==> src/design/ssb_pkg.sv <==
// ----------------------------------------------------------------------------
// ssb_pkg
// Sizes, command codes, register indexes and shared helpers of the sieve
// segment.
// ----------------------------------------------------------------------------
package ssb_pkg;

  localparam int SEG_SIZE  = 1024;
  localparam int WORD_W    = 64;
  localparam int OFF_W     = 6;
  localparam int NUM_WORDS = (SEG_SIZE + WORD_W - 1) / WORD_W;
  localparam int WORD_AW   = (NUM_WORDS > 1) ? $clog2(NUM_WORDS) : 1;
  localparam int IDX_W     = $clog2(SEG_SIZE);
  localparam int CNT_W     = $clog2(SEG_SIZE + 1);
  localparam int HIT_W     = WORD_AW + OFF_W;

  localparam logic [2:0] KIND_MARK    = 3'd0;
  localparam logic [2:0] KIND_TEST    = 3'd1;
  localparam logic [2:0] KIND_REFILL  = 3'd2;
  localparam logic [2:0] KIND_REWIND  = 3'd3;
  localparam logic [2:0] KIND_ADVANCE = 3'd4;
  localparam logic [2:0] KIND_COUNT   = 3'd5;

  localparam logic REG_BASE  = 1'b0;
  localparam logic REG_START = 1'b1;

  typedef struct packed {
    logic [WORD_AW-1:0] rd_addr;
    logic               wr_en;
    logic [WORD_AW-1:0] wr_addr;
    logic [WORD_W-1:0]  wr_data;
    logic               clear;
  } bm_req_t;

  function automatic logic [WORD_AW-1:0] word_of(input logic [IDX_W-1:0] idx);
    return WORD_AW'(idx >> OFF_W);
  endfunction

  // Lowest set bit of a word: found flag above the bit position.
  function automatic logic [OFF_W:0] first_set(input logic [WORD_W-1:0] w);
    logic [OFF_W:0] r;
    r = '0;
    for (int i = WORD_W - 1; i >= 0; i--) begin
      if (w[i]) begin
        r = {1'b1, OFF_W'(i)};
      end
    end
    return r;
  endfunction

endpackage

==> src/design/sieve_segment_bitmap.sv <==
// ----------------------------------------------------------------------------
// sieve_segment_bitmap
// One segment of a segmented prime sieve with a cursor and a running count.
// ----------------------------------------------------------------------------
// A transaction is taken when start is high and busy is low. busy stays high
// until the single cycle in which done is high and the result is on the output
// ports. busy is already low in that cycle, so the next transaction can be
// taken at its end. The receiver cannot stall, so it must take the result in
// that cycle. All searches run through one scan unit that reads the flag
// memory one 64-bit word per cycle. Each scan has a setup step and then visits
// up to 16 words at the default segment size. A mark or test does a lookup, a
// modify step and one scan, and skips the modify step when the number is out
// of range. Refill and count do one scan, and rewind or advance do up to two
// scans that together visit at most 17 words. Reset and refill clear per-word
// valid bits, so there is no clearing pass.
module sieve_segment_bitmap
  import ssb_pkg::*;
(
  input  logic        clk,
  input  logic        rst,
  input  logic        start,
  output logic        busy,
  input  logic [2:0]  kind,
  input  logic [47:0] number,
  output logic        done,
  output logic        in_range,
  output logic        is_candidate,
  output logic        found,
  output logic [47:0] position,
  output logic        has_more,
  output logic [32:0] count,
  input  logic        wr_en,
  input  logic        wr_index,
  input  logic [47:0] wr_data
);

  typedef enum logic [5:0] {
    S_IDLE   = 6'b000001,
    S_LOOKUP = 6'b000010,
    S_MODIFY = 6'b000100,
    S_SETUP  = 6'b001000,
    S_SCAN   = 6'b010000,
    S_FINISH = 6'b100000
  } state_t;

  state_t             state;
  state_t             state_next;
  logic [2:0]         kind_q;
  logic [47:0]        number_q;
  logic [IDX_W-1:0]   idx_q;
  logic               in_range_q;
  logic               is_cand_q;
  logic               found_q;
  logic               has_more_q;
  logic [IDX_W-1:0]   cursor;
  logic [CNT_W-1:0]   set_total;
  logic [47:0]        seg_base;
  logic [31:0]        start_cnt;
  logic [IDX_W:0]     scan_from;
  logic [WORD_AW-1:0] scan_word;
  logic               scan_first;
  logic               seek;

  bm_req_t            bm_req;
  logic [WORD_W-1:0]  rd_word;
  logic               accept;
  logic [48:0]        diff;
  logic               lk_in_range;
  logic [IDX_W-1:0]   lk_idx;
  logic               cur_bit;
  logic [WORD_W-1:0]  first_mask;
  logic [OFF_W:0]     pe;
  logic [HIT_W-1:0]   hit;
  logic               hit_ok;
  logic               from_out;
  logic               scan_done;
  logic               scan_found;
  logic [IDX_W:0]     cursor_inc;

  ssb_bitmap u_bitmap (
    .clk     (clk),
    .rst     (rst),
    .req     (bm_req),
    .rd_word (rd_word)
  );

  assign busy       = (state != S_IDLE);
  assign accept     = start && !busy;
  assign cursor_inc = {1'b0, cursor} + 1'b1;

  always_comb begin
    diff        = {1'b0, number_q} - {1'b0, seg_base};
    lk_in_range = !diff[48] && (diff[47:0] < 48'(SEG_SIZE));
    lk_idx      = diff[IDX_W-1:0];
    cur_bit     = rd_word[idx_q[OFF_W-1:0]];
    first_mask  = scan_first ? ({WORD_W{1'b1}} << scan_from[OFF_W-1:0]) : '1;
    pe          = first_set(rd_word & first_mask);
    hit         = {scan_word, pe[OFF_W-1:0]};
    hit_ok      = pe[OFF_W] && ((HIT_W + 1)'(hit) < (HIT_W + 1)'(SEG_SIZE));
    from_out    = (scan_from >= (IDX_W + 1)'(SEG_SIZE));
    scan_found  = (state == S_SCAN) && hit_ok;
    scan_done   = ((state == S_SETUP) && from_out) ||
                  ((state == S_SCAN) &&
                   (pe[OFF_W] || (scan_word == WORD_AW'(NUM_WORDS - 1))));

    bm_req         = '0;
    bm_req.rd_addr = scan_word;
    bm_req.wr_addr = word_of(idx_q);
    bm_req.wr_data = rd_word & ~({{(WORD_W - 1){1'b0}}, 1'b1} << idx_q[OFF_W-1:0]);
    case (state)
      S_IDLE: begin
        bm_req.clear = accept && (kind == KIND_REFILL);
      end
      S_LOOKUP: begin
        bm_req.rd_addr = word_of(lk_idx);
      end
      S_MODIFY: begin
        bm_req.wr_en = (kind_q == KIND_MARK) && in_range_q && cur_bit;
      end
      S_SETUP: begin
        bm_req.rd_addr = word_of(scan_from[IDX_W-1:0]);
      end
      S_SCAN: begin
        bm_req.rd_addr = WORD_AW'(scan_word + 1'b1);
      end
      default: begin
      end
    endcase
  end

  always_comb begin
    state_next = state;
    case (state)
      S_IDLE: begin
        if (accept) begin
          if (kind == KIND_MARK || kind == KIND_TEST) begin
            state_next = S_LOOKUP;
          end else begin
            state_next = S_SETUP;
          end
        end
      end
      S_LOOKUP: begin
        state_next = lk_in_range ? S_MODIFY : S_SETUP;
      end
      S_MODIFY: begin
        state_next = S_SETUP;
      end
      S_SETUP: begin
        state_next = from_out ? S_FINISH : S_SCAN;
      end
      S_SCAN: begin
        if (scan_done) begin
          state_next = (seek && scan_found) ? S_SETUP : S_FINISH;
        end
      end
      S_FINISH: begin
        state_next = S_IDLE;
      end
      default: begin
        state_next = S_IDLE;
      end
    endcase
  end

  always_ff @(posedge clk) begin
    if (rst) begin
      state     <= S_IDLE;
      cursor    <= '0;
      set_total <= CNT_W'(SEG_SIZE);
      seg_base  <= '0;
      start_cnt <= '0;
      done      <= 1'b0;
    end else begin
      state <= state_next;
      done  <= 1'b0;

      if (wr_en) begin
        case (wr_index)
          REG_BASE:  seg_base  <= wr_data;
          REG_START: start_cnt <= wr_data[31:0];
          default: begin
          end
        endcase
      end

      case (state)
        S_IDLE: begin
          if (accept) begin
            kind_q     <= kind;
            number_q   <= number;
            in_range_q <= 1'b0;
            is_cand_q  <= 1'b0;
            found_q    <= 1'b0;
            has_more_q <= 1'b0;
            scan_from  <= cursor_inc;
            seek       <= 1'b0;
            case (kind)
              KIND_REFILL: begin
                set_total <= CNT_W'(SEG_SIZE);
              end
              KIND_REWIND: begin
                cursor    <= '0;
                scan_from <= '0;
                seek      <= 1'b1;
              end
              KIND_ADVANCE: begin
                seek <= 1'b1;
              end
              default: begin
              end
            endcase
          end
        end
        S_LOOKUP: begin
          in_range_q <= lk_in_range;
          idx_q      <= lk_idx;
        end
        S_MODIFY: begin
          if (kind_q == KIND_TEST) begin
            is_cand_q <= cur_bit;
          end
          if (bm_req.wr_en) begin
            set_total <= set_total - 1'b1;
          end
        end
        S_SETUP: begin
          scan_word  <= word_of(scan_from[IDX_W-1:0]);
          scan_first <= 1'b1;
        end
        S_SCAN: begin
          scan_word  <= WORD_AW'(scan_word + 1'b1);
          scan_first <= 1'b0;
        end
        S_FINISH: begin
          done         <= 1'b1;
          in_range     <= in_range_q;
          is_candidate <= is_cand_q;
          found        <= found_q;
          has_more     <= has_more_q;
          count        <= 33'(start_cnt) + 33'(set_total);
          if (kind_q == KIND_REWIND || kind_q == KIND_ADVANCE) begin
            position <= seg_base + 48'(cursor);
          end else begin
            position <= '0;
          end
        end
        default: begin
        end
      endcase

      if (scan_done) begin
        if (seek) begin
          if (scan_found) begin
            cursor    <= IDX_W'(hit);
            found_q   <= 1'b1;
            scan_from <= (IDX_W + 1)'(hit) + 1'b1;
            seek      <= 1'b0;
          end else begin
            has_more_q <= 1'b0;
          end
        end else begin
          has_more_q <= scan_found;
        end
      end
    end
  end

endmodule

==> src/design/ssb_bitmap.sv <==
// ----------------------------------------------------------------------------
// ssb_bitmap
// Flag storage: a word memory with one valid bit per word. A word that is not
// valid reads as all ones, so reset and refill take effect at once.
// ----------------------------------------------------------------------------
module ssb_bitmap
  import ssb_pkg::*;
(
  input  logic              clk,
  input  logic              rst,
  input  bm_req_t           req,
  output logic [WORD_W-1:0] rd_word
);

  logic [WORD_W-1:0]    mem [NUM_WORDS];
  logic [NUM_WORDS-1:0] valid;
  logic [WORD_W-1:0]    rd_data;
  logic                 rd_valid;

  always_ff @(posedge clk) begin
    if (req.wr_en) begin
      mem[req.wr_addr] <= req.wr_data;
    end
    rd_data <= mem[req.rd_addr];
  end

  always_ff @(posedge clk) begin
    if (rst) begin
      valid    <= '0;
      rd_valid <= 1'b0;
    end else begin
      rd_valid <= valid[req.rd_addr];
      if (req.clear) begin
        valid <= '0;
      end else if (req.wr_en) begin
        valid[req.wr_addr] <= 1'b1;
      end
    end
  end

  assign rd_word = rd_valid ? rd_data : '1;

endmodule

==> config.mk <==
export PLATFORM = sky130hd
export DESIGN_NAME = sieve_segment_bitmap
export DESIGN_NICKNAME = d
export VERILOG_FILES = /design/src/design/ssb_pkg.sv /design/src/design/sieve_segment_bitmap.sv /design/src/design/ssb_bitmap.sv
export SDC_FILE = /design/constraint.sdc
export NUM_CORES = 2
export LEC_CHECK = 0
export BUFFER_PORTS_ARGS = -buffer_cell sky130_fd_sc_hd__buf_2
export CELL_PAD_IN_SITES_DETAIL_PLACEMENT = 2
export CELL_PAD_IN_SITES_GLOBAL_PLACEMENT = 2
export CORE_ASPECT_RATIO = 0.9
export CORE_MARGIN = 5
export CORE_UTILIZATION = 36
export DETAILED_ROUTE_END_ITERATION = 12
export PLACE_DENSITY_LB_ADDON = 0.08
export SLEW_MARGIN = 20
export SYNTH_ARGS = -nofsm -noshare
export SYNTH_HDL_FRONTEND = slang
export SYNTH_SLANG_ARGS = --single-unit
==> constraint.sdc <==
create_clock -name clk -period 6.9 [get_ports clk]
set_input_delay 0.345 -clock clk [delete_from_list [all_inputs] [get_ports clk]]
set_output_delay 0.345 -clock clk [all_outputs]
set_load 0.01 [all_outputs]
* Word-level counts from Yosys, hierarchy flattened
Memory sizes are Yosys's and may differ from the RTL's. A register that Yosys moved wholly into a read port is not among the register bits. Index checks and enable logic that the tools add are counted.
Operators by class: add/sub/neg operators 7, order comparisons 6, equal/unequal tests 20, shift operators 2, mux-type cells 123, bitwise operators 6, reductions and logical operators 33
Operators by type and width (count):
- 7-bit 2-to-1 mux | 64
- 64-bit AND | 2
- 64-bit 2-to-1 mux | 2
- 11-bit 2-to-1 mux | 9
- 64-bit inverter | 1
- 1-bit by 6-bit << shifter with 64-bit output, first input constant | 1
- 64-bit by 6-bit << shifter with 64-bit output, first input constant | 1
- 10-bit 2-to-1 mux | 6
- 48-bit by 48-bit subtractor with 49-bit output | 1
- 48-bit by 10-bit adder with 48-bit output | 1
- 48-bit by 11-bit less-than comparator with 1-bit output, second input constant | 1
- 32-bit by 11-bit adder with 33-bit output | 1
- 6-bit case mux with 5 select lines | 1
- 1-bit 2-to-1 mux | 26
- 6-bit 2-to-1 mux | 4
- 10-bit by 1-bit adder with 11-bit output, second input constant | 2
- 11-bit case mux with 2 select lines | 1
- 16-bit bitwise OR | 1
- 4-bit case mux with 3 select lines | 1
- 2-bit AND reduction | 6
- 11-bit >= comparator, second input constant | 1
- 11-bit by 1-bit subtractor with 11-bit output, second input constant | 1
- 1-bit logical AND | 10
- 4-bit by 5-bit less-than comparator with 1-bit output, second input constant | 2
- 29 further kinds | 51
Storage, ports and cells: register bits 292, bits in writable memories 1024, logic and storage cells 223, memories kept 1
Memory list:
- u_bitmap.mem | depth 16, bits a word 64, read ports 1, clocked after memory_dff 1, wr ports 1, line ssb_bitmap.sv:15 | logic [WORD_W-1:0] mem [NUM_WORDS];

* Depth between registers and ports, before layout
word-level depth 72, depth in mapped cells 18, mapped depth without buffers 15

* By module
From an unflattened synthesis, not the netlist that was laid out.
Second synthesis, totals: cell total of the unflattened synthesis 4003, area total of the unflattened synthesis 59965.0 µm²
Modules (own cells, without submodules):
- ssb_bitmap | times used 1, cells an instance 1704, area an instance 40675.3 µm², seq. area each 32371.0 µm²
- sieve_segment_bitmap | times used 1, cells an instance 2299, area an instance 19289.8 µm², seq. area each 7176.9 µm²

* Worst setup path after synthesis
No wires, ideal clock.
path kind register to register, start reg idx_q[0], end mem u_bitmap.mem[8][0], enable pin, library setup time 0.567 ns, arrival time 6.475 ns, path slack -0.142 ns, stages on the path, launching flop included 9, buffers on the path 2, cells stage by stage edfxtp_1 buf_2 buf_2 mux4_2 mux4_2 mux4_2 o2111ai_4 or3_1 nor3_1
Between the ends: word-level cells in the longest chain between the ends 6
Ends and longest elaborated chain:
- from (decl) | line sieve_segment_bitmap.sv:50 | logic [IDX_W-1:0] idx_q;
- from (signal assigned) | line sieve_segment_bitmap.sv:217 | idx_q <= lk_idx;
- 1-bit binary-select mux with 6-bit select | line sieve_segment_bitmap.sv:95 | cur_bit = rd_word[idx_q[OFF_W-1:0]];
- 1-bit 2-to-1 mux (not written as such) | line sieve_segment_bitmap.sv:95
- 1-bit logical AND | line sieve_segment_bitmap.sv:118 | bm_req.wr_en = (kind_q == KIND_MARK) && in_range_q && cur_bit;
- 1-bit 2-to-1 mux | line sieve_segment_bitmap.sv:110 | case (state)
- 1-bit 2-to-1 mux | line ssb_bitmap.sv:21 | if (req.wr_en) begin
- 1-bit 2-to-1 mux (not written as such) | line ssb_bitmap.sv:22 | mem[req.wr_addr] <= req.wr_data;
- to (decl) | line ssb_bitmap.sv:15
Every way passes these cells. The select of a mux whose other input is x is not followed.

* Final worst setup path
start reg scan_from[1], end reg scan_from[8] (data pin)
Between the ends: word-level cells in the longest chain between the ends 71
Ends and longest elaborated chain:
- from (decl) | line sieve_segment_bitmap.sv:59 | logic [IDX_W:0] scan_from;
- from (signal assigned) | line sieve_segment_bitmap.sv:196 | scan_from <= cursor_inc;
- from (signal assigned) | line sieve_segment_bitmap.sv:257 | scan_from <= (IDX_W + 1)'(hit) + 1'b1;
- 64-bit by 6-bit << shifter with 64-bit output | line sieve_segment_bitmap.sv:96 | first_mask = scan_first ? ({WORD_W{1'b1}} << scan_from[OFF_W-1:0]) : '1;
- 64-bit 2-to-1 mux | line sieve_segment_bitmap.sv:96
- 64-bit AND | line sieve_segment_bitmap.sv:97 | pe = first_set(rd_word & first_mask);
- 7-bit 2-to-1 mux (64 in a row) | line ssb_pkg.sv:44 | if (w[i]) begin
- 10-bit by 1-bit adder with 11-bit output, or another cell as far along | line sieve_segment_bitmap.sv:257
- 11-bit 2-to-1 mux / 1-bit logical AND (equally long branches) | line sieve_segment_bitmap.sv:254, sieve_segment_bitmap.sv:103
- 11-bit 2-to-1 mux / 1-bit logical OR (equally long branches) | line sieve_segment_bitmap.sv:253, sieve_segment_bitmap.sv:102
- 11-bit 2-to-1 mux (*) | line sieve_segment_bitmap.sv:252 | if (scan_done) begin
Every way passes the cells marked *; elsewhere a longest branch is shown, timed or not. A chain may end at the register's enable or synchronous reset.

==> impl_metrics.ini <==
[outcome]
status = finished, final reports clean

[timing]
final.setup.tns_ns = 0
layout_setup_ws_ns = 1.60
period_minus_slack_ns = 5.30
max_freq_mhz = 189
hold_viol = 0
slew_violations = 0
setup_viol = 0
whs_ns = 0.122
tightest_slew_ns = 1.16
min_period_over_period_pct = 76.8
fin_worst_skew_ns = 0.0367
slew_headroom_pct = 22.5
rsz0062_at_grt = no

[worst_setup_path]
cp_slowest_stage_delay_ns = 1.09
r2r_cells = 13
path_class = flip-flop to flip-flop
cp-end-kind = flip-flop
crit_path_start_kind = flip-flop
cp_slowest_cell = edfxtp_1
arrival_ns = 5.78
worstPathCellList = nor2_1, a21oi_1, o21ai_0, a2111oi_0, a2111oi_0, o31a_1, nor4b_4, ha_1, inv_1, and4bb_2, nand2_1, xnor2_1, a21oi_1
worstPathMaxFanout = 26
cp.required_ns = 7.38

[drt]
routed-via-count = 44386
drt_drc_violations_left = 0
first_pass_iters = 5
drt_iter0_drc = 2978
wl_per_cell_um = 27.2
ant_nets = 0
drt_wl_total_um = 212000
vias_per_cell = 5.69

[yosys]
ys_warn_count = 0
yosys.cell_types.count = 90
yosys-top-cells-area = edfxtp_1, dfxtp_1, nand2_1, a211oi_1, a21oi_1
yosys.cell_count.top_type = edfxtp_1
synth.top_cells.by_count = edfxtp_1, nand2_1, a21oi_1, a211oi_1, and2_1
synth_nets = 5368
synth_ff_type = edfxtp_1
synth_top_area_share_pct = 58.3
ys_ff_latch = 1380
synth.avg_cell_area_um2 = 11.8
synth_edf_count = 1191
ys_seq_area_share_pct = 64.4
synth_top_area_cell = edfxtp_1
async_flop_share_pct = 0
synth_area_mm2 = 0.0614
synthCells = 5188

[cts]
h-tree-depth = 4
cts_buffer_depth = 3
cts_sinks = 1380
numCtsBuffers = 154
cts_tree = done
clock_latency_ns = 0.80
cts_root_buf = clkbuf_16
clkTransAtPathRegs_ns = 0.07
cts-resized-gates = 0

[power_and_ir_drop]
p_leak_nw = 23.4
pwr_density_cell_mw_per_mm2 = 279
irDropWorstVdd_mv = 0.211

[die]
num_io_pins = 191
die_area_mm2 = 0.179
start_util_pct = 36.3
die_x_um = 445
fp-row-count = 143
core_mm2 = 0.169
die_y_um = 402

[global_route]
antenna_found_initial = 11
grt_pass1_wl_um = 317000
grt_max_degree = 179
gr-total-overflow = 0
grt_usage_pct = 23.3
grt_pass1_vias = 47610

[worst_hold_path]
hold_path_depth = 3
hold_path_class = input port to flip-flop

[placement]
io_buffers = 190
place_area_mm2 = 0.0653
place_congestion = 0.912
dp_slack_ns = 1.84
dp_hpwl_um = 134000

[finish]
syn2layout_area_growth_pct = 16.6
final_area_mm2 = 0.0716
final_nets = 5609
drive_gt1_share_pct = 11.7

[run]
maxCapViolCount = 0
## path summary, 6_finish.rpt
kind	from	endpoint	slack [ns]
worst max-delay path	scan_from[1]$_DFFE_PN_	scan_from[8]$_DFFE_PN_	1.60
worst max register to register	scan_from[1]$_DFFE_PN_	scan_from[8]$_DFFE_PN_	1.60
worst min-delay path	start	state[4]$_SDFFE_PP0P_	0.12
worst min register to register	u_bitmap.valid[15]$_SDFFE_PP0P_	u_bitmap.valid[15]$_SDFFE_PP0P_	0.46
## layout by cell type, fill, tap and decap left out, drive strengths merged, types with 73 or more instances in the layout
cell and instances:
ha 73, and2 273, nor2 261, a311oi 136
o21ai 116, a21oi 394, edfxtp 1191, buf 324
a211oi 352, dfxtp 189, nand2 836, a31oi 147
dlygate4sd3 105, inv 114, clkbuf 220, xnor2 85
## state kept, by name, indices dropped and copies added, names as in the netlist, 11 cells and up
name / count
number_q: 48
count: 33
u_bitmap.mem: 1024
u_bitmap.rd_data: 64
seg_base: 48
position: 48
u_bitmap.valid: 16
start_cnt: 32
scan_from: 11
set_total: 11
## worst max-delay path, delay by kind of cell (launching register included)
kind / cells / cell delay (ns)
compound gates: 6 / 2.04
xor+xnor: 1 / 0.16
fa+ha+maj: 1 / 0.29
buf+inv: 1 / 0.05
flops: 1 / 1.09
simple gates: 4 / 1.35
## where the power goes
part | total [mW] | switching (mW) | internal [mW]
clock network | 8.36 | 3.54 | 4.82
logic | 2.13 | 1.44 | 0.694
registers | 9.48 | 0.230 | 9.24
total | 20.0 | 5.21 | 14.8
## logic make-up (layout without fill, tap and decap cells)
logic type               count (synthesis)  after routing  synth area share [%]
other                                    0              1                     0
AO/OA/AOI/OAI                         1393           1393                  15.2
flip-flops                            1380           1380                  64.4
multiplexers                            29             29                 0.909
AND/OR/NAND/NOR                       1751           1751                  13.4
buffers and inverters                  451            822                  2.95
XOR/XNOR                               108            108                  1.54
adder cells (fa/ha/maj)                 76             76                  1.59
## timing repair
item / 4_1_cts / 5_1_grt
hold endpoints to repair: 142 / 0
setup buffers: 0 / 0
hold buffers: 105 / 0
## metal layers
metal	track usage (%)	wire, µm	vias up	share of wire [%]
met1	33.2	100000	23397	47
li1	-	-	19975	-
met5	0	9	-	0.0042
met2	38.0	100000	767	47
met4	5.10	4240	2	2.0
met3	3.17	7850	245	3.7
## metrics by stage
stage | instances | utilization (%) | power (mW)
after global routing | 7806 | 42.3 | 20.8
final | 7807 | 42.3 | 20.0
after global placement | 7414 | 38.6 | 11.7
after detailed placement | 7414 | 38.6 | 11.7
after floorplan | 5188 | - | 10.8
after CTS | 7805 | 42.2 | 20.2
## layout make-up
type | count | area [µm²]
Sequential cell | 1380 | 39500
Clock inverter | 66 | 843
Antenna cell | 1 | 2.50
Timing Repair Buffer | 429 | 3330
Fill cell | 17160 | 97700
Tap cell | 2247 | 2810
Inverter | 107 | 402
Multi-Input combinational cell | 3357 | 20400
Clock buffer | 220 | 4280
(Power assumes the default switching activity.)
